## config.mk

```make
export PLATFORM = sky130hd
export DESIGN_NAME = flac_vorbis_comment_parser_unit_flat
export DESIGN_NICKNAME = d
export VERILOG_FILES = /design/src/rtl/core/fvc_pkg.sv /design/src/rtl/core/fvc_stream_if.sv /design/src/rtl/core/fvc_step.sv /design/src/rtl/core/flac_vorbis_comment_parser_unit.sv /design/src/flat_wrapper.sv
export SDC_FILE = /design/constraint.sdc
export NUM_CORES = 1
export LEC_CHECK = 0
export BUFFER_PORTS_ARGS = -buffer_cell sky130_fd_sc_hd__buf_2
export CORE_ASPECT_RATIO = 1.5
export CORE_MARGIN = 3
export CORE_UTILIZATION = 30
export DETAILED_ROUTE_END_ITERATION = 8
export SYNTH_ARGS = -nofsm -noshare
export SYNTH_HDL_FRONTEND = slang
export SYNTH_HIERARCHICAL = 1
export SYNTH_SLANG_ARGS = --single-unit
```

## constraint.sdc

```tcl
create_clock -name clock -period 16.2 [get_ports clock]
set_clock_uncertainty 0.15 [all_clocks]
set_input_delay 0.81 -clock clock [delete_from_list [all_inputs] [get_ports clock]]
set_output_delay 0.81 -clock clock [all_outputs]
set_load 0.005 [all_outputs]
```

## src/rtl/core/fvc_pkg.sv

```systemverilog
// ----------------------------------------------------------------------------
// fvc_pkg
// Shared types and constants for the FLAC vorbis comment parser.
// ----------------------------------------------------------------------------
package fvc_pkg;

   typedef enum logic [3:0] {
      PH_MAGIC,
      PH_TYPE,
      PH_BLEN,
      PH_SKIP,
      PH_VLEN,
      PH_VSKIP,
      PH_COUNT,
      PH_CLEN,
      PH_CBODY
   } fvc_phase_type;

   typedef enum logic [1:0] {
      ROLE_OTHER,
      ROLE_NAME,
      ROLE_SEP,
      ROLE_VALUE
   } fvc_role_type;

   typedef enum logic [1:0] {
      ST_PARSING,
      ST_FINISHED,
      ST_BAD_MAGIC,
      ST_NO_SEP
   } fvc_status_type;

   localparam logic [7:0] FVC_MAGIC [4] = '{8'h66, 8'h4C, 8'h61, 8'h43};
   localparam logic [7:0] FVC_LAST_FLAG = 8'h80;
   localparam logic [6:0] FVC_TYPE_MASK = 7'h7F;
   localparam logic [6:0] FVC_TYPE_VORBIS = 7'h04;
   localparam logic [7:0] FVC_SEP_CHAR = 8'h3D;

   typedef struct packed {
      fvc_phase_type  phase;
      logic [1:0]     byte_position;
      logic [31:0]    bytes_remaining;
      logic [31:0]    comments_left;
      logic           final_block_seen;
      logic           separator_found;
      fvc_status_type sticky_status;
   } fvc_state_type;

   localparam fvc_state_type FVC_STATE_RESET = '{
      phase:            PH_MAGIC,
      byte_position:    2'd0,
      bytes_remaining:  32'd0,
      comments_left:    32'd0,
      final_block_seen: 1'b0,
      separator_found:  1'b0,
      sticky_status:    ST_PARSING
   };

   typedef struct packed {
      logic [7:0]     echo_byte;
      fvc_role_type   role;
      logic           comment_end;
      fvc_status_type status;
   } fvc_result_type;

endpackage

```

## src/rtl/core/fvc_stream_if.sv

```systemverilog
// ----------------------------------------------------------------------------
// fvc_stream_if
// Valid/ready channels: byte requests in, tagged byte responses out.
// ----------------------------------------------------------------------------
interface fvc_req_if;
   logic       valid;
   logic       ready;
   logic [7:0] data_byte;
   logic       restart;

   modport source (output valid, output data_byte, output restart, input ready);
   modport sink   (input valid, input data_byte, input restart, output ready);
endinterface

interface fvc_rsp_if;
   logic       valid;
   logic       ready;
   logic [7:0] echo_byte;
   logic [1:0] role;
   logic       comment_end;
   logic [1:0] status;

   modport source (output valid, output echo_byte, output role, output comment_end,
                   output status, input ready);
   modport sink   (input valid, input echo_byte, input role, input comment_end,
                   input status, output ready);
endinterface

```

## src/rtl/core/fvc_step.sv

```systemverilog
// ----------------------------------------------------------------------------
// fvc_step
// One byte of parser work: next state and tagged result from current state.
// ----------------------------------------------------------------------------
module fvc_step
   import fvc_pkg::*;
(
   input  fvc_state_type  cur_state,
   input  logic [7:0]     data_byte,
   input  logic           restart,
   output fvc_state_type  next_state,
   output fvc_result_type result
);

   fvc_state_type s;
   fvc_state_type n;
   fvc_role_type  role;
   logic          cend;
   logic [4:0]    shamt;
   logic [31:0]   le_byte;
   logic [31:0]   rem_dec;
   logic [31:0]   cnt_dec;
   logic [23:0]   blen;

   // operands shared by the next-state and output logic
   always_comb begin
      s       = restart ? FVC_STATE_RESET : cur_state;
      shamt   = {s.byte_position, 3'b000};
      le_byte = 32'(data_byte) << shamt;
      rem_dec = s.bytes_remaining - 32'd1;
      cnt_dec = s.comments_left - 32'd1;
      blen    = {s.bytes_remaining[15:0], data_byte};
   end

   // next state
   always_comb begin
      n = s;

      if (s.sticky_status == ST_PARSING) begin
         case (s.phase)
            PH_MAGIC: begin
               if (data_byte != FVC_MAGIC[s.byte_position]) begin
                  n.sticky_status = ST_BAD_MAGIC;
               end else if (s.byte_position == 2'd3) begin
                  n.byte_position = 2'd0;
                  n.phase         = PH_TYPE;
               end else begin
                  n.byte_position = s.byte_position + 2'd1;
               end
            end
            PH_TYPE: begin
               n.final_block_seen = (data_byte & FVC_LAST_FLAG) != 8'd0;
               // separator flag doubles as "this is the vorbis block"
               n.separator_found  = (data_byte[6:0] & FVC_TYPE_MASK) == FVC_TYPE_VORBIS;
               n.bytes_remaining  = 32'd0;
               n.byte_position    = 2'd0;
               n.phase            = PH_BLEN;
            end
            PH_BLEN: begin
               n.bytes_remaining = 32'(blen);
               if (s.byte_position == 2'd2) begin
                  n.byte_position = 2'd0;
                  if (s.separator_found) begin
                     n.separator_found = 1'b0;
                     n.bytes_remaining = 32'd0;
                     n.phase           = PH_VLEN;
                  end else if (blen == 24'd0) begin
                     if (s.final_block_seen) n.sticky_status = ST_FINISHED;
                     else n.phase = PH_TYPE;
                  end else begin
                     n.phase = PH_SKIP;
                  end
               end else begin
                  n.byte_position = s.byte_position + 2'd1;
               end
            end
            PH_SKIP: begin
               n.bytes_remaining = rem_dec;
               if (rem_dec == 32'd0) begin
                  if (s.final_block_seen) n.sticky_status = ST_FINISHED;
                  else n.phase = PH_TYPE;
               end
            end
            PH_VLEN: begin
               n.bytes_remaining = s.bytes_remaining | le_byte;
               if (s.byte_position == 2'd3) begin
                  n.byte_position = 2'd0;
                  if ((s.bytes_remaining | le_byte) == 32'd0) begin
                     n.comments_left = 32'd0;
                     n.phase         = PH_COUNT;
                  end else begin
                     n.phase = PH_VSKIP;
                  end
               end else begin
                  n.byte_position = s.byte_position + 2'd1;
               end
            end
            PH_VSKIP: begin
               n.bytes_remaining = rem_dec;
               if (rem_dec == 32'd0) begin
                  n.comments_left = 32'd0;
                  n.byte_position = 2'd0;
                  n.phase         = PH_COUNT;
               end
            end
            PH_COUNT: begin
               n.comments_left = s.comments_left | le_byte;
               if (s.byte_position == 2'd3) begin
                  n.byte_position   = 2'd0;
                  n.bytes_remaining = 32'd0;
                  if ((s.comments_left | le_byte) == 32'd0) begin
                     if (s.final_block_seen) n.sticky_status = ST_FINISHED;
                     else n.phase = PH_TYPE;
                  end else begin
                     n.phase = PH_CLEN;
                  end
               end else begin
                  n.byte_position = s.byte_position + 2'd1;
               end
            end
            PH_CLEN: begin
               n.bytes_remaining = s.bytes_remaining | le_byte;
               if (s.byte_position == 2'd3) begin
                  n.byte_position = 2'd0;
                  if ((s.bytes_remaining | le_byte) == 32'd0) begin
                     n.sticky_status = ST_NO_SEP;
                  end else begin
                     n.separator_found = 1'b0;
                     n.phase           = PH_CBODY;
                  end
               end else begin
                  n.byte_position = s.byte_position + 2'd1;
               end
            end
            PH_CBODY: begin
               if (!s.separator_found && data_byte == FVC_SEP_CHAR) begin
                  n.separator_found = 1'b1;
               end
               n.bytes_remaining = rem_dec;
               if (rem_dec == 32'd0) begin
                  if (!n.separator_found) begin
                     n.sticky_status = ST_NO_SEP;
                  end else begin
                     n.comments_left = cnt_dec;
                     if (cnt_dec == 32'd0) begin
                        if (s.final_block_seen) n.sticky_status = ST_FINISHED;
                        else n.phase = PH_TYPE;
                     end else begin
                        n.byte_position = 2'd0;
                        n.phase         = PH_CLEN;
                     end
                  end
               end
            end
            default: begin
               n.phase         = PH_MAGIC;
               n.byte_position = 2'd0;
            end
         endcase
      end

      next_state = n;
   end

   // byte tag and status
   always_comb begin
      role = ROLE_OTHER;
      cend = 1'b0;
      if (s.sticky_status == ST_PARSING && s.phase == PH_CBODY) begin
         if (s.separator_found) begin
            role = ROLE_VALUE;
         end else if (data_byte == FVC_SEP_CHAR) begin
            role = ROLE_SEP;
         end else begin
            role = ROLE_NAME;
         end
         cend = (rem_dec == 32'd0);
      end

      result.echo_byte   = data_byte;
      result.role        = role;
      result.comment_end = cend;
      result.status      = n.sticky_status;
   end

endmodule

```

## src/rtl/core/flac_vorbis_comment_parser_unit.sv

```systemverilog
// ----------------------------------------------------------------------------
// flac_vorbis_comment_parser_unit
// FLAC metadata walker that tags the bytes of each vorbis comment.
// ----------------------------------------------------------------------------
// Usage:
//   req_if carries one file byte per transfer plus a restart flag that marks
//   the first byte of a new file (parser state is cleared before that byte).
//   rsp_if returns one result per request, in order: the echoed byte, its
//   role (header/skipped, name, first '=', value), an end-of-comment flag,
//   and the sticky status (parsing, finished, bad magic, missing separator).
// Timing:
//   Two register stages: an input register and a result register, with the
//   parse step (one state update per byte) between them. Each request passes
//   both registers; throughput is 1 byte per cycle unless the output stalls.
//   The parser state advances only when a byte moves into the result stage.
// Reset:
//   Synchronous, active high. Both stages empty, parser expects the first
//   magic byte, status parsing.
// Stall:
//   When rsp_if.ready is low the result holds; the input register still takes
//   one more byte, then req_if.ready drops until the result is taken.
// ----------------------------------------------------------------------------
module flac_vorbis_comment_parser_unit
   import fvc_pkg::*;
(
   input  logic  clock,
   input  logic  reset,
   fvc_req_if.sink   req_if,
   fvc_rsp_if.source rsp_if
);

   // input stage
   logic           in_valid_ff;
   logic           in_valid_in;
   logic [7:0]     in_byte_ff;
   logic           in_restart_ff;

   // result stage
   logic           out_valid_ff;
   logic           out_valid_in;
   fvc_result_type out_ff;

   // parser state
   fvc_state_type  state_ff;
   fvc_state_type  state_in;

   fvc_state_type  step_next;
   fvc_result_type step_result;

   logic           req_xfer;
   logic           out_free;
   logic           move;

   fvc_step u_step (
      .cur_state  (state_ff),
      .data_byte  (in_byte_ff),
      .restart    (in_restart_ff),
      .next_state (step_next),
      .result     (step_result)
   );

   // result stage can load when empty or being drained this cycle
   assign out_free = !out_valid_ff || rsp_if.ready;
   assign move     = in_valid_ff && out_free;
   assign req_xfer = req_if.valid && req_if.ready;

   assign req_if.ready = !in_valid_ff || move;

   always_comb begin
      in_valid_in  = req_xfer ? 1'b1 : (move ? 1'b0 : in_valid_ff);
      out_valid_in = move ? 1'b1 : (rsp_if.ready ? 1'b0 : out_valid_ff);
      state_in     = move ? step_next : state_ff;
   end

   always_ff @(posedge clock) begin
      if (reset) begin
         in_valid_ff  <= 1'b0;
         out_valid_ff <= 1'b0;
         state_ff     <= FVC_STATE_RESET;
      end else begin
         in_valid_ff  <= in_valid_in;
         out_valid_ff <= out_valid_in;
         state_ff     <= state_in;
      end
   end

   // payload registers, no reset
   always_ff @(posedge clock) begin
      if (req_xfer) begin
         in_byte_ff    <= req_if.data_byte;
         in_restart_ff <= req_if.restart;
      end
      if (move) begin
         out_ff <= step_result;
      end
   end

   assign rsp_if.valid       = out_valid_ff;
   assign rsp_if.echo_byte   = out_ff.echo_byte;
   assign rsp_if.role        = out_ff.role;
   assign rsp_if.comment_end = out_ff.comment_end;
   assign rsp_if.status      = out_ff.status;

endmodule

```

## src/flat_wrapper.sv

```systemverilog
// flat-port wrapper written by rule: the top's interface ports become plain ports
module flac_vorbis_comment_parser_unit_flat import fvc_pkg::*;
  (clock, reset, req_if_valid, req_if_data_byte, req_if_restart, req_if_ready, rsp_if_valid, rsp_if_echo_byte, rsp_if_role, rsp_if_comment_end, rsp_if_status, rsp_if_ready);
  fvc_req_if req_if_i ();
  fvc_rsp_if rsp_if_i ();
  input  logic clock;
  input  logic reset;
  input wire logic [$bits(req_if_i.valid)-1:0] req_if_valid;
  input wire logic [$bits(req_if_i.data_byte)-1:0] req_if_data_byte;
  input wire logic [$bits(req_if_i.restart)-1:0] req_if_restart;
  output wire logic [$bits(req_if_i.ready)-1:0] req_if_ready;
  output wire logic [$bits(rsp_if_i.valid)-1:0] rsp_if_valid;
  output wire logic [$bits(rsp_if_i.echo_byte)-1:0] rsp_if_echo_byte;
  output wire logic [$bits(rsp_if_i.role)-1:0] rsp_if_role;
  output wire logic [$bits(rsp_if_i.comment_end)-1:0] rsp_if_comment_end;
  output wire logic [$bits(rsp_if_i.status)-1:0] rsp_if_status;
  input wire logic [$bits(rsp_if_i.ready)-1:0] rsp_if_ready;
  assign req_if_i.valid = req_if_valid;
  assign req_if_i.data_byte = req_if_data_byte;
  assign req_if_i.restart = req_if_restart;
  assign req_if_ready = req_if_i.ready;
  assign rsp_if_valid = rsp_if_i.valid;
  assign rsp_if_echo_byte = rsp_if_i.echo_byte;
  assign rsp_if_role = rsp_if_i.role;
  assign rsp_if_comment_end = rsp_if_i.comment_end;
  assign rsp_if_status = rsp_if_i.status;
  assign rsp_if_i.ready = rsp_if_ready;
  flac_vorbis_comment_parser_unit u_core (.clock(clock), .reset(reset), .req_if(req_if_i), .rsp_if(rsp_if_i));
endmodule
```

-- Yosys cells after proc, flatten, opt, wreduce, memory -nomap -nowiden
Cells that the tools add are included.
- bits in registers: 98
- word-level logic and storage cells: 120
- $add $sub $neg: 3
- order comparisons: 1
- eq/ne operators: 13
- shift operators: 1
- multiplexer cells: 63
- bitwise gates (word level): 3
- reductions and logical operators: 21
- operator list (cell ; number):
    $mux 32 ; 7
    $pmux 32 s5 ; 1
    $mux 74 ; 2
    $logic_not 32->1 ; 4
    $pmux 32 s4 ; 1
    $or 32x32->32 ; 2
    $sub 32x1->32 const B ; 2
    $mux 4 ; 12
    $pmux 4 s9 ; 1
    $mux 2 ; 17
    $shl 8x5->32 ; 1
    $logic_not 24->1 ; 1
    $mux 24 ; 1
    $mux 6 ; 4
    $pmux 2 s6 ; 2
    $bmux 8 s2 ; 1
    $eq 4x3->1 const B ; 4
    $mux 8 ; 2
    $mux 1 ; 9
    $eq 4x2->1 const B ; 2
    $eq 8x6->1 const B ; 1
    $ne 8x8->1 ; 1
    $eq 7x3->1 const B ; 1
    $mux 3 ; 2
    15 further kinds ; 24

-- Logic depth before layout (Yosys ltp)
- depth after elaboration: 10
- gate-level depth with buffers: 24

-- Modules after synthesis
The synthesis kept the hierarchy.
- modules (own cells, without submodules) (module ; instances ; cells an instance ; area each (um^2) ; seq. area each (um^2)):
    fvc_step ; 1 ; 1040 ; 5984.5 ; 0.0
    flac_vorbis_comment_parser_unit ; 1 ; 353 ; 4071.4 ; 2182.1

-- Worst setup path after synthesis
Ideal clock, no wire load.
- path type: reg-to-reg
- start: reg u_core.in_restart_ff
- end: reg u_core/state_ff[16] (netlist name)
- library setup time: 0.119 ns
- arrival: 5.355 ns
- slack: 10.576 ns
- cell stages (with the launch flop): 22
- cells stage by stage: edfxtp_1 > clkbuf_1 > inv_1 > clkbuf_1 > buf_1 > clkbuf_1 > clkbuf_1 > clkbuf_1 > nand2_1 > ha_1 > clkbuf_1 > a31oi_1 > or3_1 > o221ai_1 > or4b_1 > or4b_1 > buf_2 > o21a_1 > or2_4 > a221o_1 > nand2b_1 > mux2i_1
- RTL lines (element ; RTL line ; source):
    start: declaration ; flac_vorbis_comment_parser_unit.sv:36 ; logic in_restart_ff;
    start signal: assignment ; flac_vorbis_comment_parser_unit.sv:91 ; in_restart_ff <= req_if.restart;
    end signal: assignment ; flac_vorbis_comment_parser_unit.sv:83 ; state_ff <= state_in;
    end: declaration ; flac_vorbis_comment_parser_unit.sv:44 ; fvc_state_type state_ff;

==> metrics.md <==
| Metric | Value |
|---|---|
| Share of layout cells above drive strength 1 | `0.0725` |
| Worst path slowest cell | `nor2_1` |
| Multi-input gate area | `7160 µm²` |
| # Post-CTS Setup Buffers | `0` |
| CTS Hold Bufs | `0` |
| Critical Path Source | `u_core/in_restart_ff$_DFFE_PP_` |
| Vias | `11000` |
| Ant. Diodes | `0` |
| CTS tree | `done` |
| Site Rows | `81` |
| Crit path largest cell delay | `1.09 ns` |
| Bufs on Longest Clock Path | `2` |
| Worst EP required | `16.35 ns` |
| Synth area leader | `dfxtp_1` |
| TritonCTS Buffers | `9` |
| Async SR Flop Fraction | `0` |
| Final TNS setup | `0 ns` |
| # IOs | `28` |
| CORE AREA | `32800 µm²` |
| I/O Buffers | `27` |
| Initial DRT Pass Iterations | `7` |
| Hold Path Stages | `2` |
| Arrival @ worst endpoint | `6.39 ns` |
| Post-Layout Cell Count | `1739` |
| Hold Crit Class | `reg2reg` |
| Ys flop type | `dfxtp_1` |
| Worst r2r path cells | `15` |
| Crit Path Max Fanout | `101` |
| Detailed Route WL | `41.0 mm` |
| Worst Setup End Kind | `flip-flop` |
| Minimum clock period | `6.24 ns` |
| Synth top area share | `0.151` |
| Sequential share of the synthesized area | `0.217` |
| Dpl cells | `1723` |
| Reg2Reg Setup Slack | `9.96 ns` |
| Nets | `1343` |
| Post-Syn Nets | `1417` |
| Post-synth EDFFs | `22` |
| Height of the die | `230 µm` |
| Clock transition at path regs | `0.09 ns` |
| Filler instances | `3594` |
| Synthesized area | `10100 µm²` |
| Design area | `10600 µm²` |
| Avg Cell Area, Syn | `7.22 µm²` |
| Maximum vdd drop | `0.0613 mV` |
| Placer Congestion | `1.00` |
| Status | `finished, final reports clean` |
| Pwr/cell area | `51.6 nW/µm²` |
| Final hold viol count | `0` |
| Number of global-route vias before repair | `10500` |
| Worst r2r src | `u_core/in_restart_ff$_DFFE_PP_` |
| Most used cell, CP | `or4b_1` |
| Drt drc | `0` |
| First-pass GRT wire length | `62.9 mm` |
| Top cells by count, synth | `157 x nand2b_1, 114 x nand2_1, 112 x nor2_1` |
| RSZ-0062 raised after global routing | `false` |
| Delay-heaviest family, CP | `simple AND/OR/NAND/NOR gates` |
| Drt initial violations | `1117` |
| Critical Setup Path Class | `reg2reg` |
| Max_cap viols | `0` |
| Clock Latency Late Sink | `0.37 ns` |
| Max Freq | `0.160 GHz` |
| P_leak | `3.59 nW` |
| Count leader, synth | `nand2b_1` |
| Register area | `2180 µm²` |
| Post-DRT Antenna Nets | `0` |
| Cell count after synthesis | `1393` |
| Placed cell areas | `10300 µm²` |
| Final Setup Violations | `0` |
| CP Buf/Inv Count | `2` |
| Clock Root Buffer | `clkbuf_16` |
| Avg Vias per Cell | `6.31` |
| Final period util | `0.385` |
| Initial antenna violation count | `0` |
| Max-slew headroom | `0.113` |
| Worst Hold Launch | `u_core/state_ff[35]$_SDFFE_PP0P_` |
| Critical R2R Capture | `u_core/state_ff[27]$_SDFFE_PP0P_` |
| Initial Utilization | `0.306` |
| CP cell instances | `buf_12, inv_2, nand2_1, ha_1, and2_1, a31oi_1, nor4_1, o221ai_1, or4b_1, or4b_1, nor2_1, a221oi_1, o21ai_0, nand2b_1, mux2i_1` |
| CTS Sinks | `98` |
| Gates resized, CTS repair | `0` |
| Hold Slack | `0.355 ns` |
| CP Launch Type | `flip-flop` |
| Grt ovf | `0` |
| GRT Total Usage | `0.223` |
| Largest net degree at the start of global routing | `151` |
| Hpwl dp | `28.5 mm` |
| Synth top area cells | `dfxtp_1 15%, nand2b_1 9.8%, mux2i_1 7.9%` |
| Area delta synth->final | `5.03%` |
| Htree depth | `3` |
| Slew Viols, Final | `0` |
| Hold EP | `u_core/state_ff[35]$_SDFFE_PP0P_` |
| Die Width | `155 µm` |
| Die area | `35800 µm²` |
| Worst slew pin tran | `1.33 ns` |
| Synth Warn # | `6` |
| WL per Instance | `23.6 µm` |
| Synth Register Bits | `98` |
| Netlist cell types | `85` |
| Fin util | `0.322` |
-- metal layers --
metal,wire [µm],GRT usage,vias to the layer above,share of wire
met3,2510,0.0273,186,0.061
met2,20200,0.389,568,0.49
met4,3220,0.147,0,0.078
met1,15100,0.251,5238,0.37
met5,0,0,-,0
li1,-,-,4983,-
-- stage by stage --
| step | power [mW] | worst slack (ns) |
|---|---|---|
| after floorplan | 0.301 | 10.58 |
| after global placement | 0.317 | 10.20 |
| after detailed placement | 0.317 | 10.10 |
| after CTS | 0.551 | 10.08 |
| after global routing | 0.564 | 9.55 |
| final | 0.545 | 9.96 |
-- power breakdown --
| part | internal (mW) | switching (mW) |
|---|---|---|
| Sequential | 0.253 | 0.00493 |
| Clock | 0.111 | 0.122 |
| Combinational | 0.0190 | 0.0347 |
| Total | 0.383 | 0.162 |
-- kinds of logic after synthesis --
| group | after synthesis | synth area share |
|---|---|---|
| XOR/XNOR | 21 | 0.0183 |
| flip-flops | 98 | 0.217 |
| adder cells (fa/ha/maj) | 11 | 0.0137 |
| AO/OA/AOI/OAI | 374 | 0.243 |
| buffers and inverters | 156 | 0.0724 |
| multiplexers | 80 | 0.0798 |
| AND/OR/NAND/NOR | 653 | 0.356 |
-- flip-flops by register name, indices dropped and copies added (netlist names) --
name / count
u_core/state_ff: 74
u_core/in_byte_ff: 8
u_core/rsp_if.echo_byte: 8
u_core/rsp_if.role: 2
u_core/rsp_if.status: 2
u_core/in_restart_ff: 1
u_core/in_valid_ff: 1
u_core/rsp_if.comment_end: 1
u_core/rsp_if.valid: 1
-- worst reg2reg max path, stage by stage, from the launching register on --
cell and delay (ns):
edfxtp_1 0.38, buf_12 0.41, inv_2 0.22, nand2_1 0.20, ha_1 0.68, and2_1 0.31
a31oi_1 0.16, nor4_1 0.29, o221ai_1 0.23, or4b_1 0.60, or4b_1 0.89, nor2_1 1.10
a221oi_1 0.23, o21ai_0 0.14, nand2b_1 0.07, mux2i_1 0.12
-- worst max-delay path by stage --
| stage | slack (ns) | cells after the start | to |
|---|---|---|---|
| finish | 9.96 | 15 | u_core/state_ff[27]$_SDFFE_PP0P_ |
| detailed placement | 10.10 | 15 | u_core/state_ff[27]$_SDFFE_PP0P_ |
| CTS | 10.08 | 15 | u_core/state_ff[27]$_SDFFE_PP0P_ |
| global placement | 10.20 | 15 | u_core/state_ff[7]$_SDFFE_PP0P_ |
| global route | 9.55 | 15 | u_core/state_ff[18]$_SDFFE_PP0P_ |
| floorplan | 10.58 | 21 | u_core/state_ff[16]$_SDFFE_PP0P_ |
-- area by class of cell --
class                           count  share of cell area
Multi-Input combinational cell   1139               0.678
Sequential cell                    98               0.207
Clock inverter                      7             0.00746
Clock buffer                        9              0.0213
Timing Repair Buffer               48              0.0291
Tap cell                          415              0.0492
Inverter                           23             0.00817
-- placed cells by master, fill, tap and decap left out, drive strengths merged, types with 11 or more instances in the layout --
master,n
inv,28
or3,24
nand2b,157
xnor2,14
dfxtp,76
nor3,45
nor4,38
or4,27
nand4,16
nor2b,27
buf,48
mux2i,79
o31ai,12
nand3,43
ha,11
o21ai,95
or2,15
o22ai,23
nand2,114
a21oi,83
nor2,112
a31oi,25
edfxtp,22
No activity file was read; power rests on OpenSTA's default activity.
